$ cat src/sv/vital_sign_alarm_latch_core_macros.svh
// assertion helpers shared by the alarm latch core
`ifndef VITAL_SIGN_ALARM_LATCH_CORE_MACROS_SVH
`define VITAL_SIGN_ALARM_LATCH_CORE_MACROS_SVH

// condition holds at every clock edge out of reset
`define VSAL_ASSERT(label, cond, msg) \
  label: assert property (@(posedge clk) disable iff (!rst_n) (cond)) \
    else $error(msg);

// consequent holds in the same cycle as the antecedent
`define VSAL_ASSERT_IMP(label, ante, cons, msg) \
  label: assert property (@(posedge clk) disable iff (!rst_n) (ante) |-> (cons)) \
    else $error(msg);

// consequent holds in the cycle after the antecedent
`define VSAL_ASSERT_NXT(label, ante, cons, msg) \
  label: assert property (@(posedge clk) disable iff (!rst_n) (ante) |=> (cons)) \
    else $error(msg);

`endif

$ cat src/sv/vsal_pkg.sv
`timescale 1ns / 1ps

package vsal_pkg;

  // field widths
  localparam int TEMP_W   = 12;
  localparam int SET_W    = 10;
  localparam int CO2_W    = 16;
  localparam int HR_W     = 8;
  localparam int SAT_W    = 7;
  localparam int CNT_W    = 7;
  localparam int GRACE_W  = 6;
  localparam int ALARM_W  = 7;
  localparam int PHASE_W  = 4;
  localparam int CMP_W    = 13;
  localparam int CFG_IDX_W  = 3;
  localparam int CFG_DATA_W = 16;
  localparam int NUM_CHECKS = 7;

  // configuration register indexes
  localparam logic [CFG_IDX_W-1:0] REG_TARGET_TEMPERATURE   = 3'd0;
  localparam logic [CFG_IDX_W-1:0] REG_TARGET_HUMIDITY      = 3'd1;
  localparam logic [CFG_IDX_W-1:0] REG_TARGET_OXYGEN        = 3'd2;
  localparam logic [CFG_IDX_W-1:0] REG_TEMPERATURE_BAND     = 3'd3;
  localparam logic [CFG_IDX_W-1:0] REG_HUMIDITY_BAND        = 3'd4;
  localparam logic [CFG_IDX_W-1:0] REG_OXYGEN_BAND          = 3'd5;
  localparam logic [CFG_IDX_W-1:0] REG_CARBON_DIOXIDE_LIMIT = 3'd6;
  localparam logic [CFG_IDX_W-1:0] REG_SATURATION_LIMIT     = 3'd7;

  // configuration reset values
  localparam logic [SET_W-1:0] RST_TARGET_TEMPERATURE   = 10'd370;
  localparam logic [SET_W-1:0] RST_TARGET_HUMIDITY      = 10'd500;
  localparam logic [SET_W-1:0] RST_TARGET_OXYGEN        = 10'd300;
  localparam logic [SET_W-1:0] RST_BAND                 = 10'd50;
  localparam logic [CO2_W-1:0] RST_CARBON_DIOXIDE_LIMIT = 16'd5000;
  localparam logic [SAT_W-1:0] RST_SATURATION_LIMIT     = 7'd85;

  // persistence checks, one counter each
  localparam int CHK_TEMP_HIGH = 0;
  localparam int CHK_TEMP_LOW  = 1;
  localparam int CHK_HUMIDITY  = 2;
  localparam int CHK_OXYGEN    = 3;
  localparam int CHK_CO2       = 4;
  localparam int CHK_PULSE     = 5;
  localparam int CHK_SAT       = 6;

  // alarm bit positions
  localparam int BIT_TEMP_HIGH = 0;
  localparam int BIT_TEMP_LOW  = 1;
  localparam int BIT_HUMID     = 2;
  localparam int BIT_GAS       = 3;
  localparam int BIT_PULSE     = 4;
  localparam int BIT_SAT       = 5;
  localparam int BIT_COMM      = 6;

  // timing and limit constants
  localparam logic [CNT_W-1:0]   SLOW_DELAY  = 7'd100;
  localparam logic [CNT_W-1:0]   FAST_DELAY  = 7'd30;
  localparam logic [GRACE_W-1:0] GRACE_TICKS = 6'd50;
  localparam logic [HR_W-1:0]    PULSE_LOW   = 8'd50;
  localparam logic [HR_W-1:0]    PULSE_HIGH  = 8'd140;
  localparam logic signed [TEMP_W-1:0] TEMP_INVALID = -12'sd999;
  localparam logic [PHASE_W-1:0] BLINK_PERIOD = 4'd10;
  localparam logic [PHASE_W-1:0] BLINK_ON     = 4'd5;

  // delay each counter must reach, indexed by check
  localparam logic [NUM_CHECKS-1:0][CNT_W-1:0] CHECK_DELAY = {
    FAST_DELAY,  // saturation
    FAST_DELAY,  // pulse
    SLOW_DELAY,  // co2
    SLOW_DELAY,  // oxygen
    SLOW_DELAY,  // humidity
    SLOW_DELAY,  // temperature low
    SLOW_DELAY   // temperature high
  };

  typedef struct packed {
    logic signed [TEMP_W-1:0] temperature;
    logic [SET_W-1:0]         humidity;
    logic [SET_W-1:0]         oxygen;
    logic                     gas_sensor_ok;
    logic [CO2_W-1:0]         carbon_dioxide;
    logic                     co2_sensor_ok;
    logic [HR_W-1:0]          heart_rate;
    logic [SAT_W-1:0]         saturation;
    logic                     pulse_sensor_ok;
    logic                     screen_online;
    logic                     ack_key;
    logic                     timer_beep;
  } snap_t;

  typedef struct packed {
    logic [SET_W-1:0] target_temperature;
    logic [SET_W-1:0] target_humidity;
    logic [SET_W-1:0] target_oxygen;
    logic [SET_W-1:0] temperature_band;
    logic [SET_W-1:0] humidity_band;
    logic [SET_W-1:0] oxygen_band;
    logic [CO2_W-1:0] carbon_dioxide_limit;
    logic [SAT_W-1:0] saturation_limit;
  } cfg_t;

  typedef struct packed {
    logic [NUM_CHECKS-1:0][CNT_W-1:0] cnt;
    logic [GRACE_W-1:0]               grace_seen;
    logic [ALARM_W-1:0]               latched;
    logic                             ack;
    logic [PHASE_W-1:0]               phase;
  } state_t;

  typedef struct packed {
    logic [ALARM_W-1:0] alarm_bits;
    logic               buzzer_request;
    logic               buzzer_drive;
    logic               acknowledged_out;
  } result_t;

  // setpoint plus band, signed and without wrap
  function automatic logic signed [CMP_W-1:0] band_upper(
    input logic [SET_W-1:0] set, input logic [SET_W-1:0] band);
    return $signed({3'b000, set}) + $signed({3'b000, band});
  endfunction

  // setpoint minus band, may go negative
  function automatic logic signed [CMP_W-1:0] band_lower(
    input logic [SET_W-1:0] set, input logic [SET_W-1:0] band);
    return $signed({3'b000, set}) - $signed({3'b000, band});
  endfunction

endpackage

$ cat src/sv/vsal_step.sv
`timescale 1ns / 1ps

// one tick of the alarm logic: checks, counters, latch, ack and buzzer
module vsal_step (
  input  vsal_pkg::cfg_t    cfg,
  input  vsal_pkg::state_t  st,
  input  vsal_pkg::snap_t   snap,
  output vsal_pkg::state_t  st_nxt,
  output vsal_pkg::result_t res
);

  logic signed [vsal_pkg::CMP_W-1:0] temp_ext;
  logic signed [vsal_pkg::CMP_W-1:0] hum_ext;
  logic signed [vsal_pkg::CMP_W-1:0] oxy_ext;
  logic [vsal_pkg::NUM_CHECKS-1:0]   cond;
  logic [vsal_pkg::NUM_CHECKS-1:0]   hit;
  logic [vsal_pkg::ALARM_W-1:0]      flags;
  logic [vsal_pkg::ALARM_W-1:0]      latched_or;
  logic [vsal_pkg::ALARM_W-1:0]      latched_fin;
  logic [vsal_pkg::PHASE_W-1:0]      phase_inc;
  logic                              tvalid;
  logic                              grace;
  logic                              ack_in;
  logic                              ack_fin;
  logic                              request;

  // widen readings to a common signed compare width
  assign temp_ext = {snap.temperature[vsal_pkg::TEMP_W-1], snap.temperature};
  assign hum_ext  = $signed({3'b000, snap.humidity});
  assign oxy_ext  = $signed({3'b000, snap.oxygen});
  assign tvalid   = snap.temperature != vsal_pkg::TEMP_INVALID;

  // raw check conditions for this tick
  always_comb begin
    cond = '0;
    cond[vsal_pkg::CHK_TEMP_HIGH] = tvalid && (temp_ext >
      vsal_pkg::band_upper(cfg.target_temperature, cfg.temperature_band));
    cond[vsal_pkg::CHK_TEMP_LOW] = tvalid && (temp_ext <
      vsal_pkg::band_lower(cfg.target_temperature, cfg.temperature_band));
    cond[vsal_pkg::CHK_HUMIDITY] = snap.gas_sensor_ok &&
      ((hum_ext > vsal_pkg::band_upper(cfg.target_humidity, cfg.humidity_band)) ||
       (hum_ext < vsal_pkg::band_lower(cfg.target_humidity, cfg.humidity_band)));
    cond[vsal_pkg::CHK_OXYGEN] = snap.gas_sensor_ok &&
      ((oxy_ext > vsal_pkg::band_upper(cfg.target_oxygen, cfg.oxygen_band)) ||
       (oxy_ext < vsal_pkg::band_lower(cfg.target_oxygen, cfg.oxygen_band)));
    cond[vsal_pkg::CHK_CO2] = snap.co2_sensor_ok &&
      (snap.carbon_dioxide > cfg.carbon_dioxide_limit);
    cond[vsal_pkg::CHK_PULSE] = snap.pulse_sensor_ok && (snap.heart_rate != '0) &&
      ((snap.heart_rate < vsal_pkg::PULSE_LOW) || (snap.heart_rate > vsal_pkg::PULSE_HIGH));
    cond[vsal_pkg::CHK_SAT] = snap.pulse_sensor_ok && (snap.saturation != '0) &&
      (snap.saturation < cfg.saturation_limit);
  end

  // persistence counters, saturating at their delay
  always_comb begin
    for (int i = 0; i < vsal_pkg::NUM_CHECKS; i++) begin
      if (!cond[i]) begin
        st_nxt.cnt[i] = '0;
      end else if (st.cnt[i] < vsal_pkg::CHECK_DELAY[i]) begin
        st_nxt.cnt[i] = st.cnt[i] + 7'd1;
      end else begin
        st_nxt.cnt[i] = st.cnt[i];
      end
      hit[i] = cond[i] && (st_nxt.cnt[i] >= vsal_pkg::CHECK_DELAY[i]);
    end
  end

  // startup grace period for the comm check
  assign grace = st.grace_seen < vsal_pkg::GRACE_TICKS;
  assign st_nxt.grace_seen = grace ? st.grace_seen + 6'd1 : st.grace_seen;

  // map checks onto alarm bits
  always_comb begin
    flags = '0;
    flags[vsal_pkg::BIT_TEMP_HIGH] = hit[vsal_pkg::CHK_TEMP_HIGH];
    flags[vsal_pkg::BIT_TEMP_LOW]  = hit[vsal_pkg::CHK_TEMP_LOW];
    flags[vsal_pkg::BIT_HUMID]     = hit[vsal_pkg::CHK_HUMIDITY];
    flags[vsal_pkg::BIT_GAS]       = hit[vsal_pkg::CHK_OXYGEN] | hit[vsal_pkg::CHK_CO2];
    flags[vsal_pkg::BIT_PULSE]     = hit[vsal_pkg::CHK_PULSE];
    flags[vsal_pkg::BIT_SAT]       = hit[vsal_pkg::CHK_SAT];
    flags[vsal_pkg::BIT_COMM]      = !grace && !snap.screen_online;
  end

  // latch, then clear absent conditions once acknowledged
  assign ack_in      = st.ack | snap.ack_key;
  assign latched_or  = st.latched | flags;
  assign latched_fin = ack_in ? (latched_or & flags) : latched_or;
  assign ack_fin     = ack_in && (latched_fin != '0);
  assign request     = (latched_fin != '0) && !ack_fin;

  assign st_nxt.latched = latched_fin;
  assign st_nxt.ack     = ack_fin;

  // buzzer blink, timer beep overrides and holds the phase
  assign phase_inc = st.phase + 4'd1;

  always_comb begin
    if (snap.timer_beep) begin
      st_nxt.phase     = st.phase;
      res.buzzer_drive = 1'b1;
    end else if (request) begin
      st_nxt.phase     = (phase_inc >= vsal_pkg::BLINK_PERIOD) ? '0 : phase_inc;
      res.buzzer_drive = st_nxt.phase < vsal_pkg::BLINK_ON;
    end else begin
      st_nxt.phase     = '0;
      res.buzzer_drive = 1'b0;
    end
  end

  assign res.alarm_bits       = latched_fin;
  assign res.buzzer_request   = request;
  assign res.acknowledged_out = ack_fin;

endmodule

$ cat src/sv/vital_sign_alarm_latch_core.sv
`timescale 1ns / 1ps

// Vital-sign alarm latch: one input transaction is one 100 ms tick with a sensor snapshot,
// and each tick gives exactly one result transaction with the latched alarm bits and the
// buzzer controls. Configuration registers are written through cfg_we/cfg_index/cfg_wdata
// and take effect from the next tick; write them only while no tick is in flight. The block
// takes one tick every clock cycle while the result side is not stalled: a tick is held in an input
// register, runs combinationally through the check, latch and buzzer logic while the alarm state
// updates, and lands in a result register. The registered state update is the loop that sets
// this rate. A full result register that is not taken stalls the input register, and once the
// input register is full the input side stops accepting while the result waits.
module vital_sign_alarm_latch_core (
  input  logic        clk,
  input  logic        rst_n,
  // configuration write port
  input  logic        cfg_we,
  input  logic [2:0]  cfg_index,
  input  logic [15:0] cfg_wdata,
  // snapshot channel
  input  logic        in_valid,
  output logic        in_ready,
  input  logic [11:0] in_temperature,
  input  logic [9:0]  in_humidity,
  input  logic [9:0]  in_oxygen,
  input  logic        in_gas_sensor_ok,
  input  logic [15:0] in_carbon_dioxide,
  input  logic        in_co2_sensor_ok,
  input  logic [7:0]  in_heart_rate,
  input  logic [6:0]  in_saturation,
  input  logic        in_pulse_sensor_ok,
  input  logic        in_screen_online,
  input  logic        in_ack_key,
  input  logic        in_timer_beep,
  // result channel
  output logic        out_valid,
  input  logic        out_ready,
  output logic [6:0]  out_alarm_bits,
  output logic        out_buzzer_request,
  output logic        out_buzzer_drive,
  output logic        out_acknowledged_out
);

  `include "vital_sign_alarm_latch_core_macros.svh"

  vsal_pkg::cfg_t    cfg_r;
  vsal_pkg::state_t  st_r;
  vsal_pkg::state_t  st_nxt;
  vsal_pkg::snap_t   snap_r;
  vsal_pkg::result_t res_nxt;
  vsal_pkg::result_t res_r;
  logic              in_valid_r;
  logic              in_valid_nxt;
  logic              out_valid_r;
  logic              out_valid_nxt;
  logic              in_take;
  logic              advance;

  // configuration registers
  always_ff @(posedge clk) begin
    if (!rst_n) begin
      cfg_r.target_temperature   <= vsal_pkg::RST_TARGET_TEMPERATURE;
      cfg_r.target_humidity      <= vsal_pkg::RST_TARGET_HUMIDITY;
      cfg_r.target_oxygen        <= vsal_pkg::RST_TARGET_OXYGEN;
      cfg_r.temperature_band     <= vsal_pkg::RST_BAND;
      cfg_r.humidity_band        <= vsal_pkg::RST_BAND;
      cfg_r.oxygen_band          <= vsal_pkg::RST_BAND;
      cfg_r.carbon_dioxide_limit <= vsal_pkg::RST_CARBON_DIOXIDE_LIMIT;
      cfg_r.saturation_limit     <= vsal_pkg::RST_SATURATION_LIMIT;
    end else if (cfg_we) begin
      unique case (cfg_index)
        vsal_pkg::REG_TARGET_TEMPERATURE:   cfg_r.target_temperature <= cfg_wdata[9:0];
        vsal_pkg::REG_TARGET_HUMIDITY:      cfg_r.target_humidity <= cfg_wdata[9:0];
        vsal_pkg::REG_TARGET_OXYGEN:        cfg_r.target_oxygen <= cfg_wdata[9:0];
        vsal_pkg::REG_TEMPERATURE_BAND:     cfg_r.temperature_band <= cfg_wdata[9:0];
        vsal_pkg::REG_HUMIDITY_BAND:        cfg_r.humidity_band <= cfg_wdata[9:0];
        vsal_pkg::REG_OXYGEN_BAND:          cfg_r.oxygen_band <= cfg_wdata[9:0];
        vsal_pkg::REG_CARBON_DIOXIDE_LIMIT: cfg_r.carbon_dioxide_limit <= cfg_wdata;
        vsal_pkg::REG_SATURATION_LIMIT:     cfg_r.saturation_limit <= cfg_wdata[6:0];
        default: ;
      endcase
    end
  end

  // pipeline handshake: input register feeds result register
  assign advance       = in_valid_r && (!out_valid_r || out_ready);
  assign in_ready      = !in_valid_r || advance;
  assign in_take       = in_valid && in_ready;
  assign in_valid_nxt  = in_take || (in_valid_r && !advance);
  assign out_valid_nxt = advance || (out_valid_r && !out_ready);

  always_ff @(posedge clk) begin
    if (!rst_n) begin
      in_valid_r  <= 1'b0;
      out_valid_r <= 1'b0;
    end else begin
      in_valid_r  <= in_valid_nxt;
      out_valid_r <= out_valid_nxt;
    end
  end

  // input register
  always_ff @(posedge clk) begin
    if (in_take) begin
      snap_r.temperature     <= $signed(in_temperature);
      snap_r.humidity        <= in_humidity;
      snap_r.oxygen          <= in_oxygen;
      snap_r.gas_sensor_ok   <= in_gas_sensor_ok;
      snap_r.carbon_dioxide  <= in_carbon_dioxide;
      snap_r.co2_sensor_ok   <= in_co2_sensor_ok;
      snap_r.heart_rate      <= in_heart_rate;
      snap_r.saturation      <= in_saturation;
      snap_r.pulse_sensor_ok <= in_pulse_sensor_ok;
      snap_r.screen_online   <= in_screen_online;
      snap_r.ack_key         <= in_ack_key;
      snap_r.timer_beep      <= in_timer_beep;
    end
  end

  // per-tick alarm logic
  vsal_step u_step (
    .cfg    (cfg_r),
    .st     (st_r),
    .snap   (snap_r),
    .st_nxt (st_nxt),
    .res    (res_nxt)
  );

  // alarm state, updated as a tick moves to the result register
  always_ff @(posedge clk) begin
    if (!rst_n) begin
      st_r <= '0;
    end else if (advance) begin
      st_r <= st_nxt;
    end
  end

  // result register
  always_ff @(posedge clk) begin
    if (advance) begin
      res_r <= res_nxt;
    end
  end

  assign out_valid            = out_valid_r;
  assign out_alarm_bits       = res_r.alarm_bits;
  assign out_buzzer_request   = res_r.buzzer_request;
  assign out_buzzer_drive     = res_r.buzzer_drive;
  assign out_acknowledged_out = res_r.acknowledged_out;

  // checks on the alarm state and results
  `VSAL_ASSERT_IMP(a_req_needs_alarm, out_valid_r && out_buzzer_request, (out_alarm_bits != '0) && !out_acknowledged_out, "buzzer request without an unacknowledged alarm")
  `VSAL_ASSERT_IMP(a_ack_needs_alarm, out_valid_r && out_acknowledged_out, out_alarm_bits != '0, "acknowledge held with no alarm latched")
  `VSAL_ASSERT(a_pulse_cnt_sat, st_r.cnt[vsal_pkg::CHK_PULSE] <= vsal_pkg::FAST_DELAY, "pulse counter past its delay")
  `VSAL_ASSERT(a_phase_range, st_r.phase < vsal_pkg::BLINK_PERIOD, "blink phase out of range")
  `VSAL_ASSERT_NXT(a_adv_fills_out, advance, out_valid_r && (out_alarm_bits == $past(st_nxt.latched)), "tick lost on its way to the result register")

endmodule
$ cat config.mk
export PLATFORM = sky130hd
export DESIGN_NAME = vital_sign_alarm_latch_core
export DESIGN_NICKNAME = d
export VERILOG_FILES = /design/src/sv/vsal_pkg.sv /design/src/sv/vsal_step.sv /design/src/sv/vital_sign_alarm_latch_core.sv
export VERILOG_INCLUDE_DIRS = /design/src /design/src/sv
export SDC_FILE = /design/constraint.sdc
export NUM_CORES = 1
export LEC_CHECK = 0
export ABC_AREA = 1
export BUFFER_PORTS_ARGS = -buffer_cell sky130_fd_sc_hd__buf_2
export CAP_MARGIN = 10
export CORE_AREA = 2 2 188 190
export CTS_CLUSTER_SIZE = 28
export DETAILED_ROUTE_END_ITERATION = 10
export DIE_AREA = 0 0 190 192
export PLACE_DENSITY = 0.65
export SYNTH_ARGS = -nofsm -noshare
export SYNTH_HDL_FRONTEND = slang
export SYNTH_SLANG_ARGS = --single-unit
export TNS_END_PERCENT = 50
$ cat constraint.sdc
create_clock -name clk -period 3.7 [get_ports clk]
set_input_delay 0.555 -clock clk [delete_from_list [all_inputs] [get_ports clk]]
set_output_delay 0.555 -clock clk [all_outputs]
set_load 0.005 [all_outputs]
[Word-level counts from Yosys, hierarchy flattened]
Cells that the tools add are included.
Word-level totals
  bits in registers: 231
  input bits: 93
  output and inout port bits: 12
  word-level logic and storage cells: 161
Operators by class
  add/subtract/negate cells: 15
  order comparisons: 27
  eq/ne operators: 8
  multiplexer cells: 18
  bitwise operators: 5
  reduce and logical (&&, ||, !) cells: 51
Operators by type and width (number)
  7-bit 2-to-1 mux: 15
  7-bit by 1-bit adder with 7-bit output, second input constant: 7
  7-bit greater-or-equal comparator, second input constant: 5
  7-bit less-than comparator, second input constant: 5
  10-bit by 10-bit adder with 11-bit output: 3
  10-bit by 10-bit subtractor with 11-bit output: 3
  11-bit by 13-bit > comparator with 1-bit output: 2
  11-bit by 13-bit less-than comparator with 1-bit output: 2
  1-bit logical AND: 23
  2-bit AND reduction: 10
  16-bit > comparator: 1
  7-bit by 5-bit greater-or-equal comparator with 1-bit output, second input constant: 2
  7-bit by 5-bit less-than comparator with 1-bit output, second input constant: 2
  7-bit nonzero test: 2
  3-bit == test, second input constant: 4
  12-bit > comparator: 1
  12-bit by 11-bit less-than comparator with 1-bit output: 1
  12-bit by 11-bit != test with 1-bit output, second input constant: 1
  8-bit > comparator, second input constant: 1
  8-bit by 6-bit less-than comparator with 1-bit output, second input constant: 1
  4-bit 2-to-1 mux: 2
  8-bit nonzero test: 1
  7-bit AND: 1
  1-bit logical NOT: 7
  other kinds (14): 22

[Depth between registers and ports, before layout]
  word-level depth: 16
  depth in mapped cells: 32
  depth with buffers taken out: 31

[By module]
A second synthesis with hierarchy kept.
Unflattened totals
  cell total of the unflattened synthesis: 1951
  area total of the unflattened synthesis: 14823.0 sq um
Modules (own cells, without submodules)
  vital_sign_alarm_latch_core: times used 1, cells an instance 904, area each 8410.6 sq um, seq. area each 5415.2 sq um
  vsal_step: times used 1, cells an instance 1047, area each 6412.4 sq um, seq. area each 0.0 sq um

[Worst setup path before layout]
OpenSTA, ideal clock, no wires.
  path type: register -> register
  start: register cfg_r[73] (netlist name)
  end: register res_r, in the netlist out_buzzer_drive, data pin
  setup time: 0.256 ns
  arrival time: 3.375 ns
  required time: 3.444 ns
  setup slack: 0.069 ns
  cell stages (with the launch flop): 31
  path buffers: 0
  clock period less this slack: 3.631 ns
  cell sequence: dfxtp_1 -> inv_1 -> ha_1 -> inv_1 -> fa_1 -> a21oi_1 -> o21bai_1 -> a21oi_1 -> o21bai_1 -> nand2_1 -> nand2_1 -> a21oi_1 -> nor2_1 -> nor2_1 -> o21bai_1 -> ha_1 -> nand2_1 -> nor3_1 -> nand2_1 -> nand3_1 -> nand2_1 -> nand2_1 -> inv_1 -> nand2_1 -> nand2_1 -> a21oi_1 -> nand2_1 -> nor2_1 -> nand2_2 -> nand2_1 -> o21ai_1
On the way
  word-level cells in the longest chain between the ends: 14
  elaborated cells on any way between the ends: 20
  those cells by class: add/sub (2); order compare (4); mux (4); bitwise (2); reduce/logical (8)
RTL lines
  start: declaration: RTL line vital_sign_alarm_latch_core.sv:45  | vsal_pkg::cfg_t cfg_r;
  10-bit by 10-bit adder with 11-bit output or 10-bit by 10-bit subtractor with 11-bit output (tied branches): RTL line vsal_pkg.sv:121, vsal_pkg.sv:127
  12-bit > comparator or 12-bit by 11-bit less-than comparator with 1-bit output (tied branches): RTL line vsal_step.sv:36, vsal_step.sv:38
  1-bit logical AND, on equally long branches: RTL line vsal_step.sv:36, vsal_step.sv:38
  7-bit 2-to-1 mux: RTL line vsal_step.sv:57  | if (!cond[i]) begin
  7-bit greater-or-equal comparator: RTL line vsal_step.sv:64  | hit[i] = cond[i] && (st_nxt.cnt[i] >= vsal_pkg::CHECK_DELAY[i]);
  1-bit logical AND: RTL line vsal_step.sv:64
  7-bit bitwise OR: RTL line vsal_step.sv:86  | assign latched_or = st.latched | flags;
  7-bit AND: RTL line vsal_step.sv:87  | assign latched_fin = ack_in ? (latched_or & flags) : latched_or;
  7-bit 2-to-1 mux *: RTL line vsal_step.sv:87
  7-bit nonzero test *: RTL line vsal_step.sv:88, vsal_step.sv:89
  1-bit logical AND: RTL line vsal_step.sv:88  | assign ack_fin = ack_in && (latched_fin != '0);
  1-bit logical NOT: RTL line vsal_step.sv:89  | assign request = (latched_fin != '0) && !ack_fin;
  1-bit logical AND *: RTL line vsal_step.sv:89
  1-bit 2-to-1 mux *: RTL line vsal_step.sv:101  | end else if (request) begin
  end signal: assignment: RTL line vital_sign_alarm_latch_core.sv:140  | res_r <= res_nxt;
  end: declaration: RTL line vital_sign_alarm_latch_core.sv:50  | vsal_pkg::result_t res_r;
Mark *: on every way between the ends. The rest lies on a longest branch, timed or not.
A chain may end at the register's enable or synchronous reset.

[Worst setup path after layout]
  start: register cfg_r[73] (netlist name)
  end: register st_r[25] (netlist name)
On the way
  word-level cells in the longest chain between the ends: 4
RTL lines
  10-bit by 10-bit subtractor with 11-bit output: RTL line vsal_pkg.sv:127  | return $signed({3'b000, set}) - $signed({3'b000, band});
  12-bit by 11-bit less-than comparator with 1-bit output: RTL line vsal_step.sv:38  | cond[vsal_pkg::CHK_TEMP_LOW] = tvalid && (temp_ext <
  1-bit logical AND: RTL line vsal_step.sv:38
  7-bit 2-to-1 mux: RTL line vsal_step.sv:57
  end signal: assignment: RTL line vital_sign_alarm_latch_core.sv:133  | st_r <= st_nxt;
  end: declaration: RTL line vital_sign_alarm_latch_core.sv:46  | vsal_pkg::state_t st_r;
No other way between the ends.

==> reports/metrics.cfg <==
[status]
status = finished, violations left
violations = setup timing

[setup_path]
crit_buf_inv = 6
crit_type = reg -> reg
cpMostUsedCell = buf_4
critPathTopFamily = compound AO/OA/AOI/OAI gates
cp_slowest_cell = fa_2
cp-end-kind = flip-flop
worst_ep_required_time_ns = 4.13
slowest_delay_ns = 0.35
cp.arrival_ns = 4.18
path_max_fanout = 3
setup.worst_path.start_class = flip-flop

[floorplanning]
fp.dieW_um = 190
dieArea_um2 = 36500
placementRows = 68
start_util = 0.395
core-area_um2 = 34300
ioPinCount = 105
die_h_um = 192

[routing]
routedWlPerCell_um = 13.4
drt_wl_total_um = 31300
drt-initial-drc-count = 555
drc = 0
drtAntennaViolNets = 0
num_vias = 11300
vias_per_cell = 4.84
firstDrtPassIters = 6

[cts]
cts_max_level = 1
clk_pin_slew_ns = 0.06
clk_latency_ns = 0.56
cts_sinks = 231
cts_made_buffers = 28
cts_buffer_depth = 3
cts.root.buffer_cell = clkbuf_16
cts_tree = done
hold_buffers = 0

[synth]
yosysTopAreaCell = dfxtp_1
syn-num-nets = 1935
syn_avg_cell_area_um2 = 8.05
synth_area_leaders = dfxtp_1 (22%), edfxtp_1 (18%), ha_1 (14%)
synthFlopType = dfxtp_1
synth_edf_count = 79
async_reset_ff_frac = 0
netlist_instances = 1684
synth.top_cell.area_share = 0.225
yosysSeqAreaShare = 0.400
ys_ff_latch = 231
yosysWarnings = 0
synth.distinct_cells = 49
syn_area_um2 = 13600

[power]
ir_worst_vdd_mv = 0.324
total_leakage_power_nw = 7.57
p_per_area_nw_per_um2 = 413

[timing]
hold_viol = 0
rsz0062_at_grt = yes
maxSlewHeadroom = 0.477
period_share = 1.01
finClkSkew_ns = 0.0223
finalCriticalPeriod_ns = 3.75
fmax_mhz = 266
setup_viol = 7
slew_violations = 0
setup_slack_ns = -0.0547
worst_pin_slew_ns = 0.783

[grt]
grt_usage = 0.173
grt_pass1_vias = 10700
grt_pass1_wl_um = 51700
grt.overflow.total = 0
antenna_found_initial = 0
grt_start_max_net_pins = 112

[cells_and_area]
final_common_cell = nand2_1
antenna_cells = 0
nets = 2105
layoutNonFillerInstCount = 2329
final_core_util = 0.473
layout-drive-gt1-share = 0.164
area_delta_synth_final_pct = 19.8
final_cell_mix = nand2_1 (281), inv_1 (223), nor2_1 (163)
fillCellCount = 3227

[placement]
dp_cells = 2267
finalWeightedCongestion = 0.855
dp.final_hpwl_um = 22500
io_buffers = 104

[hold_path]
hold_class = in -> reg

[run]
cap_viol_max_count = 0

Yosys cell counts (all sizes together) (7+ instances only):
master and count:
xnor2 9, o211ai 21, nand3 80, clkbuf 32, a21oi 171, dfxtp 152, o21bai 14, nand2 294
buf 10, edfxtp 79, xor2 64, a211oi 7, ha 152, nor2 169, nor3 18, o21ai 120
nand4 13, inv 235
worst register-to-register path: cells and delay by family (launching register included):
kind,cells,cell delay (ns)
fa+ha+maj,3,0.81
buf+inv,6,0.66
simple gates,7,0.50
compound gates,9,1.34
flops,1,0.32
logic make-up after synthesis:
family / Yosys count / synth area share
compound gates: 356 / 0.146
simple gates: 588 / 0.181
flops: 231 / 0.400
fa+ha+maj: 158 / 0.149
buf+inv: 278 / 0.0775
xor+xnor: 73 / 0.0472
report_power, final:
part / internal [mW] / leakage [nW] / switching, mW
registers: 2.75 / 2.01 / 0.0814
logic: 0.481 / 5.11 / 0.657
clock network: 1.65 / 0.451 / 1.09
total: 4.88 / 7.57 / 1.83
what timing repair did:
| action | 4_1_cts | 5_1_grt |
|---|---|---|
| gates resized for setup | 36 | 35 |
| endpoints found under the setup margin | 10 | 22 |
| pin swaps | 16 | 15 |
| hold endpoints to repair | 0 | 0 |
| buffers inserted | 12 | 0 |
worst paths after layout:
check / from / endpoint / slack (ns) / depth (start not counted)
setup / recovery: cfg_r[73] / st_r[25] / -0.05 / 25
setup reg to reg: cfg_r[73] / st_r[25] / -0.05 / 25
hold / removal: in_carbon_dioxide[4] / snap_r[24] / 0.16 / 1
hold reg to reg: st_r[65] / st_r[65] / 0.43 / 2
through the flow:
stage	hold slack, ns	instance area [um^2]	setup slack (ns)	TNS [ns]	power (mW)
3_5_place_dp	0.419	15000	-0.290	-1.70	3.96
3_3_place_gp	0.415	15000	-0.159	-0.812	3.93
2_1_floorplan	0.408	13600	0.0687	0	3.59
5_1_grt	0.133	16200	-0.374	-3.81	7.07
4_1_cts	0.138	16100	-0.0513	-0.228	6.77
6_report	0.161	16200	-0.0547	-0.263	6.71
layout make-up:
cell class / count / area [um^2] / share of cell area
well taps: 455 / 569 / 0.0351
clock buffers: 38 / 800 / 0.0493
repair buffers: 182 / 1130 / 0.0699
inverters: 236 / 888 / 0.0547
multi-input cells: 1175 / 7290 / 0.449
clock inverters: 12 / 128 / 0.00786
flip-flops and latches: 231 / 5420 / 0.334
flip-flops by register name, summed over array words and instances, names as in the netlist:
register              cells
cfg_r                    83
in_valid_r                1
out_acknowledged_out      1
out_alarm_bits            7
out_buzzer_drive          1
out_buzzer_request        1
out_valid                 1
snap_r                   69
st_r                     67
routing by layer:
metal,wire [um],vias up,track usage
met3,1000,39,0.0241
met2,14600,181,0.302
met4,757,0,0.0468
met5,0,-,0
met1,14900,5155,0.224
li1,-,5906,-
No activity file was read; power rests on OpenSTA's default activity.
